$ cat config.mk
export PLATFORM = sky130hd
export DESIGN_NAME = sinhala_key_transliterator_unit
export DESIGN_NICKNAME = d
export VERILOG_FILES = /design/src/hdl/skt_pkg.sv /design/src/hdl/skt_front.sv /design/src/hdl/skt_queue.sv /design/src/hdl/skt_back.sv /design/src/hdl/sinhala_key_transliterator_unit.sv
export SDC_FILE = /design/constraint.sdc
export NUM_CORES = 1
export LEC_CHECK = 0
export ABC_AREA = 1
export BUFFER_PORTS_ARGS = -buffer_cell sky130_fd_sc_hd__buf_2
export CORE_MARGIN = 2
export CORE_UTILIZATION = 30
export DETAILED_ROUTE_END_ITERATION = 6
export GPL_ROUTABILITY_DRIVEN = 1
export SLEW_MARGIN = 40
export SYNTH_ARGS = -nofsm -noshare
export SYNTH_HDL_FRONTEND = slang
export SYNTH_SLANG_ARGS = --single-unit
$ cat constraint.sdc
create_clock -name clock -period 3.3 [get_ports clock]
set_clock_uncertainty 0.2 [all_clocks]
set_input_delay 0.495 -clock clock [delete_from_list [all_inputs] [get_ports clock]]
set_output_delay 0.495 -clock clock [all_outputs]
set_load 0.01 [all_outputs]
$ cat src/hdl/skt_pkg.sv
// Shared types, key codes, character tables and byte helpers for the
// Sinhala key transliterator. No dependencies; every other file imports this package.
package skt_pkg;

   localparam int SKT_QUEUE_DEPTH = 2;
   localparam int NUM_CONS        = 40;
   localparam int NUM_VOW         = 11;
   localparam int SEQ_LEN         = 9;

   localparam logic [15:0] KEY_SHIFT_L = 16'hffe1;
   localparam logic [15:0] KEY_SHIFT_R = 16'hffe2;
   localparam logic [15:0] KEY_CTRL_L  = 16'hffe3;
   localparam logic [15:0] KEY_CTRL_R  = 16'hffe4;
   localparam logic [15:0] KEY_SPACE   = 16'h0020;

   localparam logic [7:0] LEAD_SINHALA = 8'he0;
   localparam logic [7:0] LEAD_PUNCT   = 8'he2;
   localparam logic [7:0] PAGE_LOW     = 8'hb6;
   localparam logic [7:0] PAGE_HIGH    = 8'hb7;
   localparam logic [7:0] CONT_BASE    = 8'h80;
   localparam logic [7:0] HIGH_START   = 8'hc0;
   localparam logic [7:0] HIGH_SET     = 8'h40;
   localparam logic [7:0] LOW_MASK     = 8'h3f;
   localparam logic [7:0] ZWNJ_LSB     = 8'h0c;
   localparam logic [7:0] ZWJ_LSB      = 8'h0d;
   localparam logic [7:0] ZWNJ_TAIL    = 8'h8c;
   localparam logic [7:0] ZWJ_TAIL     = 8'h8d;
   localparam logic [7:0] AL_LAKUNA    = 8'hca;
   localparam logic [7:0] CONS_LO      = 8'h9a;
   localparam logic [7:0] CONS_HI      = 8'hc6;
   localparam logic [7:0] YANS_LAST    = 8'hba;

   typedef struct packed {
      logic [15:0] key_code;
      logic        is_release;
      logic        other_modifier;
      logic        prev_valid;
      logic [7:0]  prev_byte_first;
      logic [7:0]  prev_byte_second;
      logic [7:0]  prev_byte_third;
   } req_type;

   typedef struct packed {
      logic       handled;
      logic       delete_prev;
      logic       byte_valid;
      logic [7:0] out_byte;
      logic       last;
   } rsp_type;

   // What the back end has to emit for one request
   typedef enum logic [2:0] {
      OP_NONE,
      OP_ASCII,
      OP_CHAR,
      OP_BANDI,
      OP_RAKAR,
      OP_YANS
   } op_type;

   typedef struct packed {
      logic       handled;
      logic       delete_prev;
      op_type     op;
      logic [7:0] value;
   } cmd_type;

   typedef struct packed {
      logic full;
      logic empty;
   } queue_status_type;

   typedef struct packed {
      logic [7:0] base;
      logic [7:0] aspir;
      logic [7:0] nasal;
      logic [7:0] key;
   } cons_entry_type;

   typedef struct packed {
      logic [7:0] s0;
      logic [7:0] d0;
      logic [7:0] s1;
      logic [7:0] d1;
      logic [7:0] key;
   } vow_entry_type;

   localparam cons_entry_type CONS_TAB [NUM_CONS] = '{
      '{8'ha4, 8'h00, 8'h00, "q"}, '{8'ha5, 8'h00, 8'h00, "Q"},
      '{8'hc0, 8'h00, 8'h00, "w"}, '{8'h0c, 8'h00, 8'h00, "W"},
      '{8'hbb, 8'h00, 8'h00, "r"}, '{8'hbb, 8'h00, 8'h00, "R"},
      '{8'had, 8'hae, 8'h00, "t"}, '{8'ha7, 8'ha8, 8'h00, "T"},
      '{8'hba, 8'h00, 8'h00, "y"}, '{8'hba, 8'h00, 8'h00, "Y"},
      '{8'hb4, 8'hb5, 8'h00, "p"}, '{8'hb5, 8'hb5, 8'h00, "P"},
      '{8'hc3, 8'hc2, 8'h00, "s"}, '{8'hc1, 8'hc2, 8'h00, "S"},
      '{8'haf, 8'hb0, 8'hb3, "d"}, '{8'ha9, 8'haa, 8'hac, "D"},
      '{8'hc6, 8'h00, 8'h00, "f"}, '{8'hc6, 8'h00, 8'h00, "F"},
      '{8'h9c, 8'h9d, 8'h9f, "g"}, '{8'h9f, 8'h9d, 8'h00, "G"},
      '{8'hc4, 8'h83, 8'h00, "h"}, '{8'hc4, 8'h00, 8'h00, "H"},
      '{8'ha2, 8'ha3, 8'ha6, "j"}, '{8'ha3, 8'ha3, 8'ha6, "J"},
      '{8'h9a, 8'h9b, 8'h00, "k"}, '{8'h9b, 8'h9b, 8'h00, "K"},
      '{8'hbd, 8'h00, 8'h00, "l"}, '{8'hc5, 8'h00, 8'h00, "L"},
      '{8'h82, 8'h00, 8'h00, "x"}, '{8'h9e, 8'h00, 8'h00, "X"},
      '{8'ha0, 8'ha1, 8'h00, "c"}, '{8'ha1, 8'ha1, 8'h00, "C"},
      '{8'hc0, 8'h00, 8'h00, "v"}, '{8'hc0, 8'h00, 8'h00, "V"},
      '{8'hb6, 8'hb7, 8'hb9, "b"}, '{8'hb7, 8'hb7, 8'hb9, "B"},
      '{8'hb1, 8'h00, 8'h82, "n"}, '{8'hab, 8'h00, 8'h9e, "N"},
      '{8'hb8, 8'h00, 8'h00, "m"}, '{8'hb9, 8'h00, 8'h00, "M"}
   };

   localparam vow_entry_type VOW_TAB [NUM_VOW] = '{
      '{8'h85, 8'h86, 8'hcf, 8'hcf, "a"}, '{8'h87, 8'h88, 8'hd0, 8'hd1, "A"},
      '{8'h91, 8'h92, 8'hd9, 8'hda, "e"}, '{8'h91, 8'h92, 8'hd9, 8'hda, "E"},
      '{8'h89, 8'h8a, 8'hd2, 8'hd3, "i"}, '{8'h93, 8'h00, 8'hdb, 8'hdb, "I"},
      '{8'h94, 8'h95, 8'hdc, 8'hdd, "o"}, '{8'h96, 8'h00, 8'hde, 8'hdf, "O"},
      '{8'h8b, 8'h8c, 8'hd4, 8'hd6, "u"}, '{8'h8d, 8'h8e, 8'hd8, 8'hf2, "U"},
      '{8'h8f, 8'h90, 8'h8f, 8'h90, "Z"}
   };

   // al-lakuna + ZWJ, then ra for rakaransaya (ya swaps in the last byte)
   localparam logic [7:0] SEQ_TAB [SEQ_LEN] = '{
      8'he0, 8'hb7, 8'h8a, 8'he2, 8'h80, 8'h8d, 8'he0, 8'hb6, 8'hbb
   };

   function automatic logic [7:0] decode_prev(input logic [7:0] b0, input logic [7:0] b1,
                                              input logic [7:0] b2);
      logic [7:0] r;
      r = 8'h00;
      if (b0 == LEAD_SINHALA) begin
         if (b1 == PAGE_LOW) r = b2;
         else if (b1 == PAGE_HIGH) r = b2 | HIGH_SET;
      end else if (b0 == LEAD_PUNCT && b1 == CONT_BASE) begin
         if (b2 == ZWNJ_TAIL) r = ZWNJ_LSB;
         else if (b2 == ZWJ_TAIL) r = ZWJ_LSB;
      end
      return r;
   endfunction

   // A character low byte that encodes to three UTF-8 bytes
   function automatic logic char_encodable(input logic [7:0] lsb);
      return lsb[7] || lsb == ZWNJ_LSB || lsb == ZWJ_LSB;
   endfunction

   function automatic logic [7:0] char_byte(input logic [7:0] lsb, input logic [1:0] idx);
      logic [7:0] r;
      logic       low_page;
      low_page = lsb < HIGH_START;
      case (idx)
         2'd0:    r = lsb[7] ? LEAD_SINHALA : LEAD_PUNCT;
         2'd1:    r = lsb[7] ? (low_page ? PAGE_LOW : PAGE_HIGH) : CONT_BASE;
         default: r = lsb[7] ? (low_page ? lsb : ((lsb & LOW_MASK) | CONT_BASE))
                             : (CONT_BASE | lsb);
      endcase
      return r;
   endfunction

   function automatic logic [3:0] op_count(input op_type op);
      logic [3:0] n;
      unique case (op) inside
         OP_NONE:           n = 4'd0;
         OP_ASCII:          n = 4'd1;
         OP_CHAR:           n = 4'd3;
         OP_BANDI:          n = 4'd6;
         OP_RAKAR, OP_YANS: n = 4'd9;
         default:           n = 4'd0;
      endcase
      return n;
   endfunction

   function automatic logic [7:0] cmd_byte(input cmd_type cmd, input logic [3:0] idx);
      logic [7:0] seq;
      logic [7:0] r;
      seq = (idx < 4'(SEQ_LEN)) ? SEQ_TAB[idx] : 8'h00;
      unique case (cmd.op) inside
         OP_ASCII:           r = cmd.value;
         OP_CHAR:            r = char_byte(cmd.value, idx[1:0]);
         OP_BANDI, OP_RAKAR: r = seq;
         OP_YANS:            r = (idx == 4'(SEQ_LEN - 1)) ? YANS_LAST : seq;
         default:            r = 8'h00;
      endcase
      return r;
   endfunction

endpackage

$ cat src/hdl/skt_front.sv
// Front end: accepts key requests, tracks modifier and mode state, and
// turns each request into one emit command. Depends on skt_pkg.
module skt_front
   import skt_pkg::*;
(
   input  logic             clock,
   input  logic             reset,
   input  logic             req_valid,
   output logic             req_stall,
   input  req_type          req_data,
   input  queue_status_type q_status,
   output logic             push,
   output cmd_type          push_cmd
);

   logic shift_l_ff, shift_r_ff, ctrl_l_ff, ctrl_r_ff, sinhala_ff;
   logic shift_l_in, shift_r_in, ctrl_l_in, ctrl_r_in, sinhala_in;

   logic           accept;
   logic [7:0]     prev;
   logic           ci_hit, l1_hit, vi_hit, ascii_key;
   cons_entry_type ci_ent, l1_ent;
   vow_entry_type  vi_ent;
   logic [7:0]     c1;
   logic [7:0]     char_val;
   logic           char_del, char_sel;
   cmd_type        cmd;

   assign req_stall = q_status.full;
   assign accept    = req_valid && !req_stall;
   assign push      = accept;
   assign push_cmd  = cmd;

   // Table searches; the previous-character search keeps the lowest match
   always_comb begin
      prev   = decode_prev(req_data.prev_byte_first, req_data.prev_byte_second,
                           req_data.prev_byte_third);
      ci_hit = 1'b0;
      ci_ent = CONS_TAB[0];
      l1_hit = 1'b0;
      l1_ent = CONS_TAB[0];
      vi_hit = 1'b0;
      vi_ent = VOW_TAB[0];
      for (int i = NUM_CONS - 1; i >= 0; i--) begin
         if (req_data.key_code == {8'h00, CONS_TAB[i].key}) begin
            ci_hit = 1'b1;
            ci_ent = CONS_TAB[i];
         end
         if (prev != 8'h00 && (CONS_TAB[i].base == prev || CONS_TAB[i].aspir == prev ||
                               CONS_TAB[i].nasal == prev)) begin
            l1_hit = 1'b1;
            l1_ent = CONS_TAB[i];
         end
      end
      for (int i = NUM_VOW - 1; i >= 0; i--) begin
         if (req_data.key_code == {8'h00, VOW_TAB[i].key}) begin
            vi_hit = 1'b1;
            vi_ent = VOW_TAB[i];
         end
      end
      l1_hit = l1_hit && req_data.prev_valid;
      c1     = req_data.prev_valid ? prev : 8'h00;
   end

   always_comb begin
      shift_l_in = shift_l_ff;
      shift_r_in = shift_r_ff;
      ctrl_l_in  = ctrl_l_ff;
      ctrl_r_in  = ctrl_r_ff;
      sinhala_in = sinhala_ff;
      ascii_key  = req_data.key_code[15:7] == 9'd0;
      char_sel   = 1'b0;
      char_del   = 1'b0;
      char_val   = 8'h00;
      cmd        = '{handled: 1'b0, delete_prev: 1'b0, op: OP_NONE, value: 8'h00};

      if (req_data.key_code == 16'h0000) begin
         cmd.handled = 1'b0;
      end else if (req_data.is_release) begin
         if (req_data.key_code == KEY_SHIFT_L) shift_l_in = 1'b0;
         if (req_data.key_code == KEY_SHIFT_R) shift_r_in = 1'b0;
         if (req_data.key_code == KEY_CTRL_L)  ctrl_l_in  = 1'b0;
         if (req_data.key_code == KEY_CTRL_R)  ctrl_r_in  = 1'b0;
      end else if (req_data.key_code == KEY_SHIFT_L) begin
         shift_l_in = 1'b1;
      end else if (req_data.key_code == KEY_SHIFT_R) begin
         shift_r_in = 1'b1;
      end else if (req_data.key_code == KEY_CTRL_L) begin
         ctrl_l_in = 1'b1;
      end else if (req_data.key_code == KEY_CTRL_R) begin
         ctrl_r_in = 1'b1;
      end else if (req_data.key_code == KEY_SPACE && (shift_l_ff || shift_r_ff)) begin
         cmd.handled = 1'b1;
      end else if (req_data.key_code == KEY_SPACE && (ctrl_l_ff || ctrl_r_ff)) begin
         sinhala_in  = !sinhala_ff;
         cmd.handled = 1'b1;
      end else if (req_data.other_modifier) begin
         cmd.handled = 1'b0;
      end else if (!sinhala_ff && ascii_key) begin
         cmd.handled = 1'b1;
         cmd.op      = OP_ASCII;
         cmd.value   = req_data.key_code[7:0];
      end else if (ci_hit) begin
         cmd.handled = 1'b1;
         if (l1_hit && req_data.key_code[7:0] == "w") begin
            char_sel = 1'b1;
            char_val = AL_LAKUNA;
         end else if (l1_hit && req_data.key_code[7:0] == "W") begin
            cmd.op = OP_BANDI;
         end else if (l1_hit && req_data.key_code[7:0] == "H" && l1_ent.aspir != 8'h00) begin
            char_sel = 1'b1;
            char_del = 1'b1;
            char_val = l1_ent.aspir;
         end else if (l1_hit && req_data.key_code[7:0] == "G" && l1_ent.nasal != 8'h00) begin
            char_sel = 1'b1;
            char_del = 1'b1;
            char_val = l1_ent.nasal;
         end else if (l1_hit && req_data.key_code[7:0] == "R") begin
            cmd.op = OP_RAKAR;
         end else if (l1_hit && req_data.key_code[7:0] == "Y") begin
            cmd.op = OP_YANS;
         end else begin
            char_sel = 1'b1;
            char_val = ci_ent.base;
         end
      end else if (vi_hit) begin
         cmd.handled = 1'b1;
         char_sel    = 1'b1;
         if (c1 >= CONS_LO && c1 <= CONS_HI) begin
            char_val = vi_ent.s1;
         end else if (c1 != 8'h00 && c1 == vi_ent.s0 && vi_ent.d0 != 8'h00) begin
            char_del = 1'b1;
            char_val = vi_ent.d0;
         end else if (c1 != 8'h00 && c1 == vi_ent.s1) begin
            char_del = 1'b1;
            char_val = vi_ent.d1;
         end else begin
            char_val = vi_ent.s0;
         end
      end else if (ascii_key) begin
         cmd.handled = 1'b1;
         cmd.op      = OP_ASCII;
         cmd.value   = req_data.key_code[7:0];
      end

      if (char_sel) begin
         cmd.delete_prev = char_del;
         cmd.value       = char_val;
         cmd.op          = char_encodable(char_val) ? OP_CHAR : OP_NONE;
      end
   end

   always_ff @(posedge clock) begin
      if (reset) begin
         shift_l_ff <= 1'b0;
         shift_r_ff <= 1'b0;
         ctrl_l_ff  <= 1'b0;
         ctrl_r_ff  <= 1'b0;
         sinhala_ff <= 1'b1;
      end else if (accept) begin
         shift_l_ff <= shift_l_in;
         shift_r_ff <= shift_r_in;
         ctrl_l_ff  <= ctrl_l_in;
         ctrl_r_ff  <= ctrl_r_in;
         sinhala_ff <= sinhala_in;
      end
   end

endmodule

$ cat src/hdl/skt_queue.sv
// Small command FIFO between the front and back ends.
// Depends on skt_pkg.
module skt_queue
   import skt_pkg::*;
#(
   parameter int DEPTH = SKT_QUEUE_DEPTH
)
(
   input  logic             clock,
   input  logic             reset,
   input  logic             push,
   input  cmd_type          push_cmd,
   input  logic             pop,
   output cmd_type          head_cmd,
   output queue_status_type status
);

   localparam int PTR_W = (DEPTH > 1) ? $clog2(DEPTH) : 1;
   localparam int CNT_W = $clog2(DEPTH + 1);

   cmd_type            entry_ff [DEPTH];
   logic [PTR_W-1:0]   wr_ptr_ff, wr_ptr_in;
   logic [PTR_W-1:0]   rd_ptr_ff, rd_ptr_in;
   logic [CNT_W-1:0]   count_ff, count_in;

   assign status.full  = count_ff == CNT_W'(DEPTH);
   assign status.empty = count_ff == '0;
   assign head_cmd     = entry_ff[rd_ptr_ff];

   always_comb begin
      wr_ptr_in = wr_ptr_ff;
      rd_ptr_in = rd_ptr_ff;
      count_in  = count_ff;
      if (push) begin
         wr_ptr_in = (wr_ptr_ff == PTR_W'(DEPTH - 1)) ? '0 : wr_ptr_ff + 1'b1;
      end
      if (pop) begin
         rd_ptr_in = (rd_ptr_ff == PTR_W'(DEPTH - 1)) ? '0 : rd_ptr_ff + 1'b1;
      end
      if (push && !pop) count_in = count_ff + 1'b1;
      else if (pop && !push) count_in = count_ff - 1'b1;
   end

   always_ff @(posedge clock) begin
      if (reset) begin
         wr_ptr_ff <= '0;
         rd_ptr_ff <= '0;
         count_ff  <= '0;
      end else begin
         wr_ptr_ff <= wr_ptr_in;
         rd_ptr_ff <= rd_ptr_in;
         count_ff  <= count_in;
      end
   end

   always_ff @(posedge clock) begin
      if (push) entry_ff[wr_ptr_ff] <= push_cmd;
   end

endmodule

$ cat src/hdl/skt_back.sv
// Back end: expands each queued command into its UTF-8 bytes, one result
// per cycle while rsp_stall is low, through a registered result stage. Depends on skt_pkg.
module skt_back
   import skt_pkg::*;
(
   input  logic             clock,
   input  logic             reset,
   input  cmd_type          head_cmd,
   input  queue_status_type q_status,
   output logic             pop,
   output logic             rsp_valid,
   input  logic             rsp_stall,
   output rsp_type          rsp_data
);

   logic       rsp_valid_ff, rsp_valid_in;
   rsp_type    rsp_data_ff, rsp_data_in;
   logic [3:0] idx_ff, idx_in;
   logic [3:0] count;
   logic       load, last_byte;

   assign rsp_valid = rsp_valid_ff;
   assign rsp_data  = rsp_data_ff;

   always_comb begin
      load         = !rsp_valid_ff || !rsp_stall;
      count        = op_count(head_cmd.op);
      last_byte    = (count == 4'd0) || (idx_ff == count - 4'd1);
      rsp_valid_in = rsp_valid_ff;
      rsp_data_in  = rsp_data_ff;
      idx_in       = idx_ff;
      pop          = 1'b0;
      if (load) begin
         rsp_valid_in = !q_status.empty;
         if (!q_status.empty) begin
            rsp_data_in.handled     = head_cmd.handled;
            rsp_data_in.delete_prev = head_cmd.delete_prev;
            rsp_data_in.byte_valid  = count != 4'd0;
            rsp_data_in.out_byte    = cmd_byte(head_cmd, idx_ff);
            rsp_data_in.last        = last_byte;
            pop                     = last_byte;
            idx_in                  = last_byte ? 4'd0 : idx_ff + 4'd1;
         end
      end
   end

   always_ff @(posedge clock) begin
      if (reset) begin
         rsp_valid_ff <= 1'b0;
         idx_ff       <= 4'd0;
      end else begin
         rsp_valid_ff <= rsp_valid_in;
         idx_ff       <= idx_in;
      end
   end

   always_ff @(posedge clock) begin
      rsp_data_ff <= rsp_data_in;
   end

endmodule

$ cat src/hdl/sinhala_key_transliterator_unit.sv
// Top level of the Sinhala key transliterator: front end, command queue, back end.
// Depends on skt_pkg, skt_front, skt_queue and skt_back.
//
//   channel   direction  handshake               payload
//   req_      in         req_valid / req_stall   req_data (req_type): one key event
//   rsp_      out        rsp_valid / rsp_stall   rsp_data (rsp_type): one result byte
//
// A request is taken whenever the command queue has room.
// The back end sends max(1, bytes) results per request (1, 3, 6 or 9),
// one per cycle while rsp_stall is low, so the byte expansion in the back end sets the rate.
// A taken request is first written into the command queue; its first result is then registered in the result stage.
// Synchronous reset clears the queue and result stage; Sinhala mode comes up on.
// rsp_stall holds the result register; the queue keeps taking requests until full.
module sinhala_key_transliterator_unit
   import skt_pkg::*;
#(
   parameter int QUEUE_DEPTH = SKT_QUEUE_DEPTH
)
(
   input  logic    clock,
   input  logic    reset,
   input  logic    req_valid,
   output logic    req_stall,
   input  req_type req_data,
   output logic    rsp_valid,
   input  logic    rsp_stall,
   output rsp_type rsp_data
);

   queue_status_type q_status;
   logic             push, pop;
   cmd_type          push_cmd, head_cmd;

   skt_front u_front (
      .clock     (clock),
      .reset     (reset),
      .req_valid (req_valid),
      .req_stall (req_stall),
      .req_data  (req_data),
      .q_status  (q_status),
      .push      (push),
      .push_cmd  (push_cmd)
   );

   skt_queue #(
      .DEPTH (QUEUE_DEPTH)
   ) u_queue (
      .clock    (clock),
      .reset    (reset),
      .push     (push),
      .push_cmd (push_cmd),
      .pop      (pop),
      .head_cmd (head_cmd),
      .status   (q_status)
   );

   skt_back u_back (
      .clock     (clock),
      .reset     (reset),
      .head_cmd  (head_cmd),
      .q_status  (q_status),
      .pop       (pop),
      .rsp_valid (rsp_valid),
      .rsp_stall (rsp_stall),
      .rsp_data  (rsp_data)
   );

endmodule
# [Word-level counts from Yosys, hierarchy flattened]
# Memory sizes are Yosys's and may differ from the RTL's. A register that Yosys moved wholly into a read port is not among the register bits.
# Cells that the tools add are included.
[totals] in_bits=47 romBits=128 ram_bits=26 register_bits=26 n_memories=2 output_inout_bits=14
[mem_list] name="(name not given)" words=16 word_bits=8 rd=1 rd_ports_with_merged_regs=0 write_ports=0 line="skt_pkg.sv:173" rtl="seq = (idx < 4'(SEQ_LEN)) ? SEQ_TAB[idx] : 8'h00;"
[mem_list] name="u_queue.entry_ff" words=2 word_bits=13 rd=1 rd_ports_with_merged_regs=1 write_ports=1 line="skt_queue.sv:21" rtl="cmd_type entry_ff [DEPTH];"
[classes] n_reduce_logical=154 n_lt_le_gt_ge=5 n_mux=313 eq_ne=129 add_sub_neg=6 n_bitwise=9
[ops] op="$mux 31" count=30
[ops] op="$eq 16x7->1 const B" count=51
[ops] op="$mux 24" count=34
[ops] op="$eq 8x8->1 const A" count=43
[ops] op="$mux 37" count=8
[ops] op="$mux 8" count=34
[ops] op="$mux 29" count=6
[ops] op="$mux 1" count=163
[ops] op="$mux 32" count=4
[ops] op="$mux 11" count=11
[ops] op="$mux 36" count=3
[ops] op="$logic_or 1x1->1" count=71
[ops] op="$eq 16x16->1 const B" count=4
[ops] op="$eq 8x8->1 const B" count=7
[ops] op="$logic_and 1x1->1" count=55
[ops] op="$eq 8x7->1 const B" count=6
[ops] op="$reduce_bool 8->1" count=5
[ops] op="$pmux 8 s4" count=1
[ops] op="$mux 3" count=7
[ops] op="$eq 16x6->1 const B" count=1
[ops] op="$eq 8x4->1 const B" count=2
[ops] op="$eq 8x8->1" count=2
[ops] op="$logic_not 16->1" count=1
[ops] op="$pmux 4 s4" count=1
[ops] op="other kinds (42)" count=66

# [Longest topological paths before layout]
# Gate-level depths: netlist (run 1).
[depth] depth_word=68 ltp_mapped=28 ltp_nobuf=28

# [Modules after synthesis]
# From an unflattened synthesis (run 1), not the netlist that was laid out.
[hier_totals] cells_unflattened=928 hier_area_um2=5983.2
[by_module_without_submodules] mod="skt_front" area_per_inst_um2=3611.0 cells_each=717 instances=1 seq_area_each_um2=100.1
[by_module_without_submodules] mod="skt_queue" area_per_inst_um2=1202.4 cells_each=73 instances=1 seq_area_each_um2=880.8
[by_module_without_submodules] mod="skt_back" area_per_inst_um2=1169.9 cells_each=138 instances=1 seq_area_each_um2=460.4

# [Worst setup path after synthesis (run 1)]
# OpenSTA, ideal clock, no wires.
[synth_path] kind="register -> register" startpoint="register with a tool-made name" endpoint="register u_queue.count_ff[1]" path_slack_ns=-0.061 path_stages_with_launch=22 t_arrival_ns=3.039 required_time_ns=2.978 period_less_slack_ns=3.361 setup_time_ns=0.122 cell_sequence="dfxtp_1 inv_1 or2_2 o21ai_0 inv_1 nor2_1 inv_1 nor2_1 nor3_1 ha_1 xor2_1 xor2_1 nand4_1 nand2_1 inv_1 nor2_1 inv_1 ha_1 a21oi_1 o21ai_0 o21ai_0 a21oi_1"
[synth_lines] item="end signal, assigned" line="skt_queue.sv:52" rtl="count_ff <= count_in;"
[synth_lines] item="end, declared" line="skt_queue.sv:24" rtl="logic [CNT_W-1:0] count_ff, count_in;"

==> results.ini, run 1 <==
[global_routing]
grt_max_degree = 17
met3_usage_pct = 1.20
grtUsageMet1_pct = 23.9
grt_usage_pct = 18.4
grt_pass1_vias = 6572
grt_pass1_wl_mm = 30.4
grt_busiest_layer = met2
antenna_found_initial = 0
grtUsageMet2_pct = 33.1
overflow = 0

[cts]
htree_levels = 2
clk_path_buf_depth = 2
cts.clk_slew.worst_paths_ns = 0.06
cts_sinks = 53
cts_buffers = 5
cts_tree = yes
clockRootBuffer = clkbuf_16
clock_latency_ns = 0.29

[die]
die_y_um = 140
core-area_sq_um = 18100
rows = 49
io_pins = 61
die_x_um = 140
die_area_sq_um = 19700
start_util_pct = 30.8

[route]
first_pass_iters = 5
vias_per_cell = 4.90
wl_per_cell_um = 13.3
drt-total-wl_mm = 19.0
drc_errors = 0
antenna_left = 0
drt-initial-drc-count = 391
via_count = 7000

[setup_path]
path_max_fanout = 6
critPathKind = in -> reg
cp.required_ns = 3.14
cp-end-kind = flip-flop
start_kind = primary input
critPathArrivalTime_ns = 3.25

[sta]
hold_violations = 0
final_max_slew_viol_count = 0
final-setup-viol-count = 10
worst_pin_slew_ns = 0.799
fmax_ghz = 0.294
maxSlewHeadroom_pct = 46.2
finalWorstSetupSlack_ns = -0.107
fin_crit_ns = 3.41
post-route-period-util_pct = 103
rsz0062_at_grt = true

[layout]
area_growth_syn_to_layout_pct = 55.6
num_antenna_cells = 0
layout_common_cells = buf_4 (229), nand2_1 (179), inv_1 (120), nor2_1 (109), nand3_1 (60)
fillers = 1806
nNetsFinal = 1254
final_cells = 1430
drive_gt1_share_pct = 40.0
layout_commonest_cell = buf_4

[logic_synthesis]
synth_cells = 901
synth-async-reset-ratio_pct = 0
synth_warnings = 0
synthFlopType = edfxtp_1
syn-mean-instance-area_sq_um = 6.19
ys_seq_area_share_pct = 25.9
syn-num-nets = 955
netlist_area_sq_um = 5570
ys_ff_latch = 53
synth-edff-count = 38
synth.distinct_cells = 54

[run_status]
status = finished with violations
violations = negative setup slack

[place]
io_buffers = 60
hpwl_mm = 15.2
place_ws_ns = -0.400
gp_congestion = 0.943
dp.cells = 1410

[power_and_ir_drop]
p_leak_nw = 4.28
powerDensity_nw_per_um2 = 290
ir_drop_v = 0.000280

[hold_path]
hold_path_class = in -> reg

[job]
max-cap-violations = 0

cells in the mapped netlist, drive strengths merged, types with 2 or more instances:
master / instances / area share, %
a2111oi: 2 / 0.43
a211oi: 5 / 0.67
a21oi: 48 / 4.4
a31oi: 4 / 0.45
and2: 3 / 0.34
and3: 2 / 0.22
buf: 3 / 0.29
dfxtp: 15 / 5.4
edfxtp: 38 / 20
ha: 7 / 1.6
inv: 154 / 10
mux2i: 4 / 0.72
nand2: 214 / 15
nand3: 83 / 8.4
nand3b: 4 / 0.54
nand4: 23 / 2.8
nor2: 152 / 12
nor3: 25 / 2.7
nor3b: 3 / 0.40
nor4: 12 / 1.3
o2111ai: 2 / 0.31
o211ai: 7 / 1.0
o21ai: 53 / 4.8
o221ai: 4 / 0.63
o22ai: 6 / 0.67
or2: 6 / 0.67
xor2: 13 / 2.0
path summary, 6_finish.rpt:
check | slack [ns] | to | cells past startpoint | start
max | -0.11 | u_queue.entry_ff[1][9] | 24 | req_data[21]
max reg2reg | 0.22 | u_queue.count_ff[1] | 20 | flip-flop
min reg2reg | 0.25 | u_front.shift_r_ff | 2 | u_front.shift_r_ff
min | 0.23 | u_front.shift_l_ff | 2 | req_data[26]
per-stage QoR:
step / util, % / setup TNS, ns / hold WS (ns) / total power, mW / area [sq um]
floorplan: - / 0 / 0.224 / 1.48 / 5580
detailed placement: 43.4 / -7.01 / 0.243 / 1.86 / 7840
global route: 48.0 / -5.00 / 0.244 / 2.67 / 8670
finish: 48.0 / -0.401 / 0.234 / 2.51 / 8670
global placement: 43.4 / -7.49 / 0.235 / 1.85 / 7840
CTS: 44.7 / -0.0174 / 0.234 / 2.45 / 8090
state kept, by name (all words and copies together) (netlist names), named ones only:
signal	flops
u_back.rsp_data	12
u_back.idx_ff	4
u_queue.entry_ff	26
u_queue.rd_ptr_ff	1
u_queue.count_ff	2
u_front.shift_r_ff	1
u_back.rsp_valid	1
u_queue.wr_ptr_ff	1
u_front.ctrl_l_ff	1
u_front.shift_l_ff	1
u_front.ctrl_r_ff	1
u_front.sinhala_ff	1
logic make-up after synthesis:
family / count (synthesis) / synth area share, %
adder cells (fa/ha/maj): 7 / 1.57
AND/OR/NAND/NOR: 528 / 44.6
XOR/XNOR: 14 / 2.20
multiplexers: 4 / 0.718
AO/OA/AOI/OAI: 136 / 14.2
buffers and inverters: 159 / 10.8
flip-flops: 53 / 25.9
where the power goes:
part | internal, mW | total (mW) | switching (mW) | leakage, nW
clock network | 0.355 | 0.579 | 0.224 | 0.0775
registers | 0.908 | 0.964 | 0.0560 | 0.490
logic | 0.405 | 0.968 | 0.563 | 3.71
total | 1.67 | 2.51 | 0.843 | 4.28
critical path, stage by stage:
cell	delay, ns
buf_2	0.09
inv_1	0.04
nor2_1	0.12
nand2_2	0.09
nor2_4	0.17
nand2_4	0.13
nor3_4	0.29
nand3_4	0.14
buf_4	0.17
a21oi_4	0.14
nor2_1	0.08
nand2_1	0.09
nor2_2	0.05
nand3_4	0.13
nand3_1	0.12
nor2_2	0.20
buf_4	0.14
o21ai_0	0.07
nand2_1	0.06
o21ai_1	0.09
nand3_1	0.11
nand3_2	0.09
nand3_2	0.09
nand2_2	0.05
routing by layer:
metal	vias to the layer above	share of wire (%)	routed length [um]
met4	0	2.2	428
met1	3202	45	8510
met5	-	0	0
li1	3594	-	-
met3	34	3.4	638
met2	170	50	9460
area by class of cell:
class	count	area, sq um	share of cell area [%]
clock buffer	5	125	1.44
multi-input combinational	690	4050	46.6
inverter	155	594	6.85
tap	229	287	3.30
timing repair buffer	295	2140	24.7
sequential	53	1440	16.6
clock inverter	3	41.3	0.476
timing repair:
action,4_1_cts,5_1_grt
resized for setup,21,133
hold buffers,0,0
gates cloned,0,1
setup endpoints to repair,10,26
pin swaps,9,54
buffers inserted,2,9
Power figures use the tool's default switching activity.
==> inputs of run 2 (changes only) <==
--- a/config.mk
+++ b/config.mk
@@ -13,2 +13,3 @@
 export GPL_ROUTABILITY_DRIVEN = 1
+export SETUP_SLACK_MARGIN = 0.5
 export SLEW_MARGIN = 40
--- a/constraint.sdc
+++ b/constraint.sdc
@@ -4,2 +4,2 @@
 set_output_delay 0.495 -clock clock [all_outputs]
-set_load 0.01 [all_outputs]
+set_load 0.005 [all_outputs]
==> run 2 against run 1 <==
Against the previous run: the run still ends with negative setup slack left; power fell by 0.48%; clock-buffer cell count did not move; critical endpoint is now u_queue.entry_ff[0][0]; clock power decreased by 11%; final area up 5.1%; register-to-register slack better by 0.09 ns; non-clock buffer count grew 28; first-iteration DRC count is 19% higher; critical path depth up 1; via count rose by 3.6%; worst hold slack worse by 0.0086 ns; wire length up 4.9%; core utilization is 2.4 points higher.
==> results.ini, run 2 (synthesis results as in run 1) <==
[die]
io_pins = 61
rows = 49
die_x_um = 140
start_util_pct = 30.8
die_area_sq_um = 19700
core-area_sq_um = 18100
die_y_um = 140

[place]
io_buffers = 60
placed_area_sq_um = 7900
hpwl_mm = 15.3
gp_congestion = 0.971
place_ws_ns = -0.349

[sta]
maxSlewHeadroom_pct = 54.0
fin_tns_setup_ns = -0.00640
hold_violations = 0
rsz0062_at_grt = true
final_max_slew_viol_count = 0
final-setup-viol-count = 2
fin_crit_ns = 3.30
finalWorstSetupSlack_ns = -0.00327
fmax_ghz = 0.303
worst_pin_slew_ns = 0.683
post-route-period-util_pct = 100

[route]
drt-total-wl_mm = 20.0
antenna_left = 0
vias_per_cell = 4.97
wl_per_cell_um = 13.7
first_pass_iters = 7
drt-initial-drc-count = 467
drc_errors = 0
via_count = 7253

[cts]
clk_path_buf_depth = 2
clock_latency_ns = 0.29
cts_sinks = 53
cts_tree = yes
cts.clk_slew.worst_paths_ns = 0.07
cts_buffers = 5
htree_levels = 2
clockRootBuffer = clkbuf_16

[setup_path]
slowest_stage = nor2_4
critPathArrivalTime_ns = 3.16
cp-end-kind = flip-flop
critPathKind = in -> reg
cp.required_ns = 3.16
path_max_fanout = 7
start_kind = primary input
cpMostUsedCell = nor2_4
cp_slowest_stage_delay_ns = 0.22

[global_routing]
met3_usage_pct = 1.57
grt_busiest_layer = met2
antenna_found_initial = 0
grt_max_degree = 18
grtUsageMet2_pct = 34.8
grt_pass1_wl_mm = 31.8
grtUsageMet1_pct = 24.1
overflow = 0
grt_pass1_vias = 6856
grt_usage_pct = 19.2

[layout]
regMostFlops = u_queue.entry_ff
utilization_pct = 50.4
drive_gt1_share_pct = 44.3
area_growth_syn_to_layout_pct = 63.5
fin_area_sq_um = 9120
largest_reg_flops = 26
nNetsFinal = 1282
layout_common_cells = buf_4 (251), nand2_1 (165), inv_1 (118), nor2_1 (104), nand3_1 (60)
layout_commonest_cell = buf_4
num_antenna_cells = 0

[run_status]
status = finished with violations
violations = negative setup slack

[power_and_ir_drop]
design_power_total_mw = 2.50
p_leak_nw = 4.51
ir_drop_v = 0.000217
powerDensity_nw_per_um2 = 274

[hold_path]
hold_path_class = in -> reg

[job]
max-cap-violations = 0

-- run 2: through the flow --
step                      instances  hold slack [ns]
after floorplan                 901            0.215
after global placement         1394            0.234
after detailed placement       1394            0.240
after CTS                      1438            0.228
after global routing           1458            0.226
final                          1458            0.226
-- run 2: final timing paths --
path,slack [ns],depth (start not counted),from,end
max,-0.003,25,req_data[20],u_queue.entry_ff[0][0]
min,0.23,2,req_data[26],u_front.shift_l_ff
max reg2reg,0.31,18,flip-flop,u_queue.count_ff[1]
min reg2reg,0.25,2,u_front.shift_r_ff,u_front.shift_r_ff
-- run 2: layout make-up --
cell class | instances | area (sq um)
fillers | 1715 | 8970
multi-input cells | 690 | 4290
repair buffers | 323 | 2340
flip-flops and latches | 53 | 1450
inverters | 155 | 599
well taps | 229 | 287
clock buffers | 5 | 125
clock inverters | 3 | 21.3
-- run 2: what timing repair did --
action / 4_1_cts / 5_1_grt
setup endpoints to repair: 29 / 31
gates cloned: 1 / 0
pin swaps: 48 / 65
gates resized for setup: 69 / 100
buffers inserted: 35 / 20
hold buffers: 0 / 0
-- run 2: critical path, delay by kind of cell --
kind,cells,cell delay [ns]
simple gates,20,2.19
buf+inv,4,0.38
compound gates,1,0.08
-- run 2: power by group --
group	switching, mW	internal [mW]
logic	0.578	0.439
clock network	0.232	0.283
registers	0.0604	0.908
-- run 2: routing by layer --
layer,vias to the layer above,part of all wire [%]
met2,260,51
met4,0,2.5
met5,-,0
met3,41,4.4
met1,3299,42
li1,3653,-
==> inputs of run 3 (changes only) <==
ABC_AREA = not set   (was 1)
HOLD_SLACK_MARGIN = 0.15   (was not set)
==> run 3 against run 2 <==
Against the previous run: the run still ends with negative setup slack left; worst setup slack got worse by 0.68 ns; synthesized cell count increased by 1.0%; register-to-register slack got worse by 0.05 ns; global-route usage increased by 5.5 points; highest routed layer unchanged; flip-flop and latch count unchanged.
==> results.ini, run 3 <==
[global_routing]
grt_usage_pct = 24.7
grt_pass1_wl_mm = 47.0
antenna_found_initial = 0
grt_max_degree = 27
overflow = 0
grt_pass1_vias = 8704

[logic_synthesis]
synth_top_family_by_area = simple AND/OR/NAND/NOR gates
synth_cells = 910
synth_largest_area_cell = edfxtp_1
syn-mean-instance-area_sq_um = 7.28
ys_ff_latch = 53
yosysMostFrequentCell = nand2_1
syn-num-nets = 964
synth.distinct_cells = 88
synthFlopType = edfxtp_1
synth_xor_area_share_pct = 4.10
ys_top_cells_by_count = nand2_1 (103), nor2_1 (84), clkbuf_1 (61)
synth_compound_area_share_pct = 25.7
synthDominantCellAreaShare_pct = 17.2
synth-async-reset-ratio_pct = 0
netlist_area_sq_um = 6630
synth-simple-area-share_pct = 38.9
ys_seq_area_share_pct = 21.7
synthMuxAreaShare_pct = 3.27
synth-adder-area-share_pct = 1.32
synth_area_leaders = edfxtp_1 (17%), nand2_1 (5.8%), nor2_1 (4.8%)
synth_warnings = 0
synth-edff-count = 38

[cts]
clockRootBuffer = clkbuf_16
cts_sinks = 53
cts.clk_slew.worst_paths_ns = 0.07
clock_latency_ns = 0.29
clk_path_buf_depth = 2
cts_buffers = 5
cts_tree = yes
ctsHoldBuffers = 0
htree_levels = 2

[route]
wl_per_cell_um = 19.2
vias_per_cell = 5.72
drt-initial-drc-count = 848
first_pass_iters = 7
drc_errors = 0
drt-total-wl_mm = 30.5
via_count = 9109
antenna_left = 0

[layout]
nNetsFinal = 1365
regMostFlops = u_queue.entry_ff
layout_commonest_cell = buf_4
area_growth_syn_to_layout_pct = 66.2
num_antenna_cells = 0
final_cells = 1592
layout_common_cells = buf_4 (371), nand2_1 (97), nor2_1 (76), buf_2 (59), nand3_1 (44)
drive_gt1_share_pct = 43.8
utilization_pct = 50.6
largest_reg_flops = 26

[sta]
fmax_ghz = 0.251
rsz0062_at_grt = true
fin_crit_ns = 3.98
hold_violations = 0
final-setup-viol-count = 22
post-route-period-util_pct = 121
maxSlewHeadroom_pct = 44.5
finalWorstSetupSlack_ns = -0.684
final_max_slew_viol_count = 0
whs_ns = 0.263
fin_tns_setup_ns = -9.74
worst_pin_slew_ns = 0.822

[die]
die_area_sq_um = 23300
start_util_pct = 30.5
die_x_um = 153
io_pins = 61
core-area_sq_um = 21800
rows = 54
die_y_um = 153

[setup_path]
start_kind = primary input
path_max_fanout = 4
critPathArrivalTime_ns = 3.91
cp-end-kind = flip-flop
critPathKind = in -> reg
cp.required_ns = 3.22

[hold_path]
hold_path_class = in -> reg

[power_and_ir_drop]
powerDensity_nw_per_um2 = 254
ir_drop_v = 0.000199
design_power_total_mw = 2.80
p_leak_nw = 4.47

[run_status]
status = finished with violations
violations = negative setup slack

[place]
dp.cells = 1553
gp_congestion = 0.963
hpwl_mm = 24.4
io_buffers = 60

[job]
max-cap-violations = 0

-- run 3: cell count changes after synthesis, sizes merged, moves of 17 or more --
cell and delta:
nor2b +23, clkbuf +60, nor3 +17, nand2 -111
inv -137, nor2 -68, nand3 -37
-- run 3: final timing paths --
| check | from | to | slack [ns] | cells after the start |
|---|---|---|---|---|
| max | req_data[16] | u_queue.entry_ff[0][9] | -0.68 | 14 |
| min reg2reg | u_back.rsp_valid | u_back.rsp_valid | 0.27 | 2 |
| min | req_data[26] | u_front.shift_r_ff | 0.26 | 2 |
| max reg2reg | flip-flop | u_queue.count_ff[1] | 0.26 | 13 |
-- run 3: cell families (layout without fill, tap and decap cells) --
kind of cell    after synthesis  in the layout
fa+ha+maj                     7              7
xor+xnor                     31             31
buf+inv                      88            490
simple gates                470            470
mux                          21             21
compound gates              240            240
flops                        53             53
-- run 3: power by group --
part	switching (mW)	internal, mW	total, mW
clock	0.222	0.279	0.501
sequential	0.0665	0.897	0.963
combinational	0.682	0.652	1.33
-- run 3: worst max-delay path, stage by stage --
cell and delay [ns]:
buf_6 0.09, or4b_4 0.55, nor4_4 0.15, buf_4 0.19, nand4_4 0.08, xor2_1 0.16
or4_1 0.48, or4_4 0.44, buf_6 0.15, mux2i_1 0.11, mux2i_1 0.25, a211oi_2 0.12
or3_4 0.39, o31ai_4 0.25
-- run 3: per-layer routing --
layer	part of all wire [%]	wire, um	up-vias	global-route usage (%)
li1	-	-	4332	-
met1	45	13700	4304	35.2
met3	6.8	2060	59	2.02
met4	2.4	742	0	5.73
met2	46	14000	414	40.7
met5	0	0	-	0
-- run 3: layout make-up --
cell class	count	area (sq um)
clock buffers	6	129
clock inverters	2	11.3
fillers	2147	10700
inverters	19	71.3
multi-input cells	769	5510
flip-flops and latches	53	1450
well taps	280	350
repair buffers	463	3500
-- run 3: stage by stage --
stage	cell area (sq um)	setup slack, ns
after CTS	10500	-0.767
after global placement	10000	-1.07
final	11000	-0.684
after global routing	11000	-0.775
after detailed placement	10000	-1.16
after floorplan	6750	-0.941
-- run 3: what timing repair did --
| action | CTS | global route |
|---|---|---|
| gates resized for setup | 43 | 86 |
| pin swaps | 11 | 34 |
| cloned | 1 | 0 |
| hold endpoints to repair | 0 | 0 |
| setup endpoints to repair | 31 | 34 |
| setup buffers | 15 | 15 |
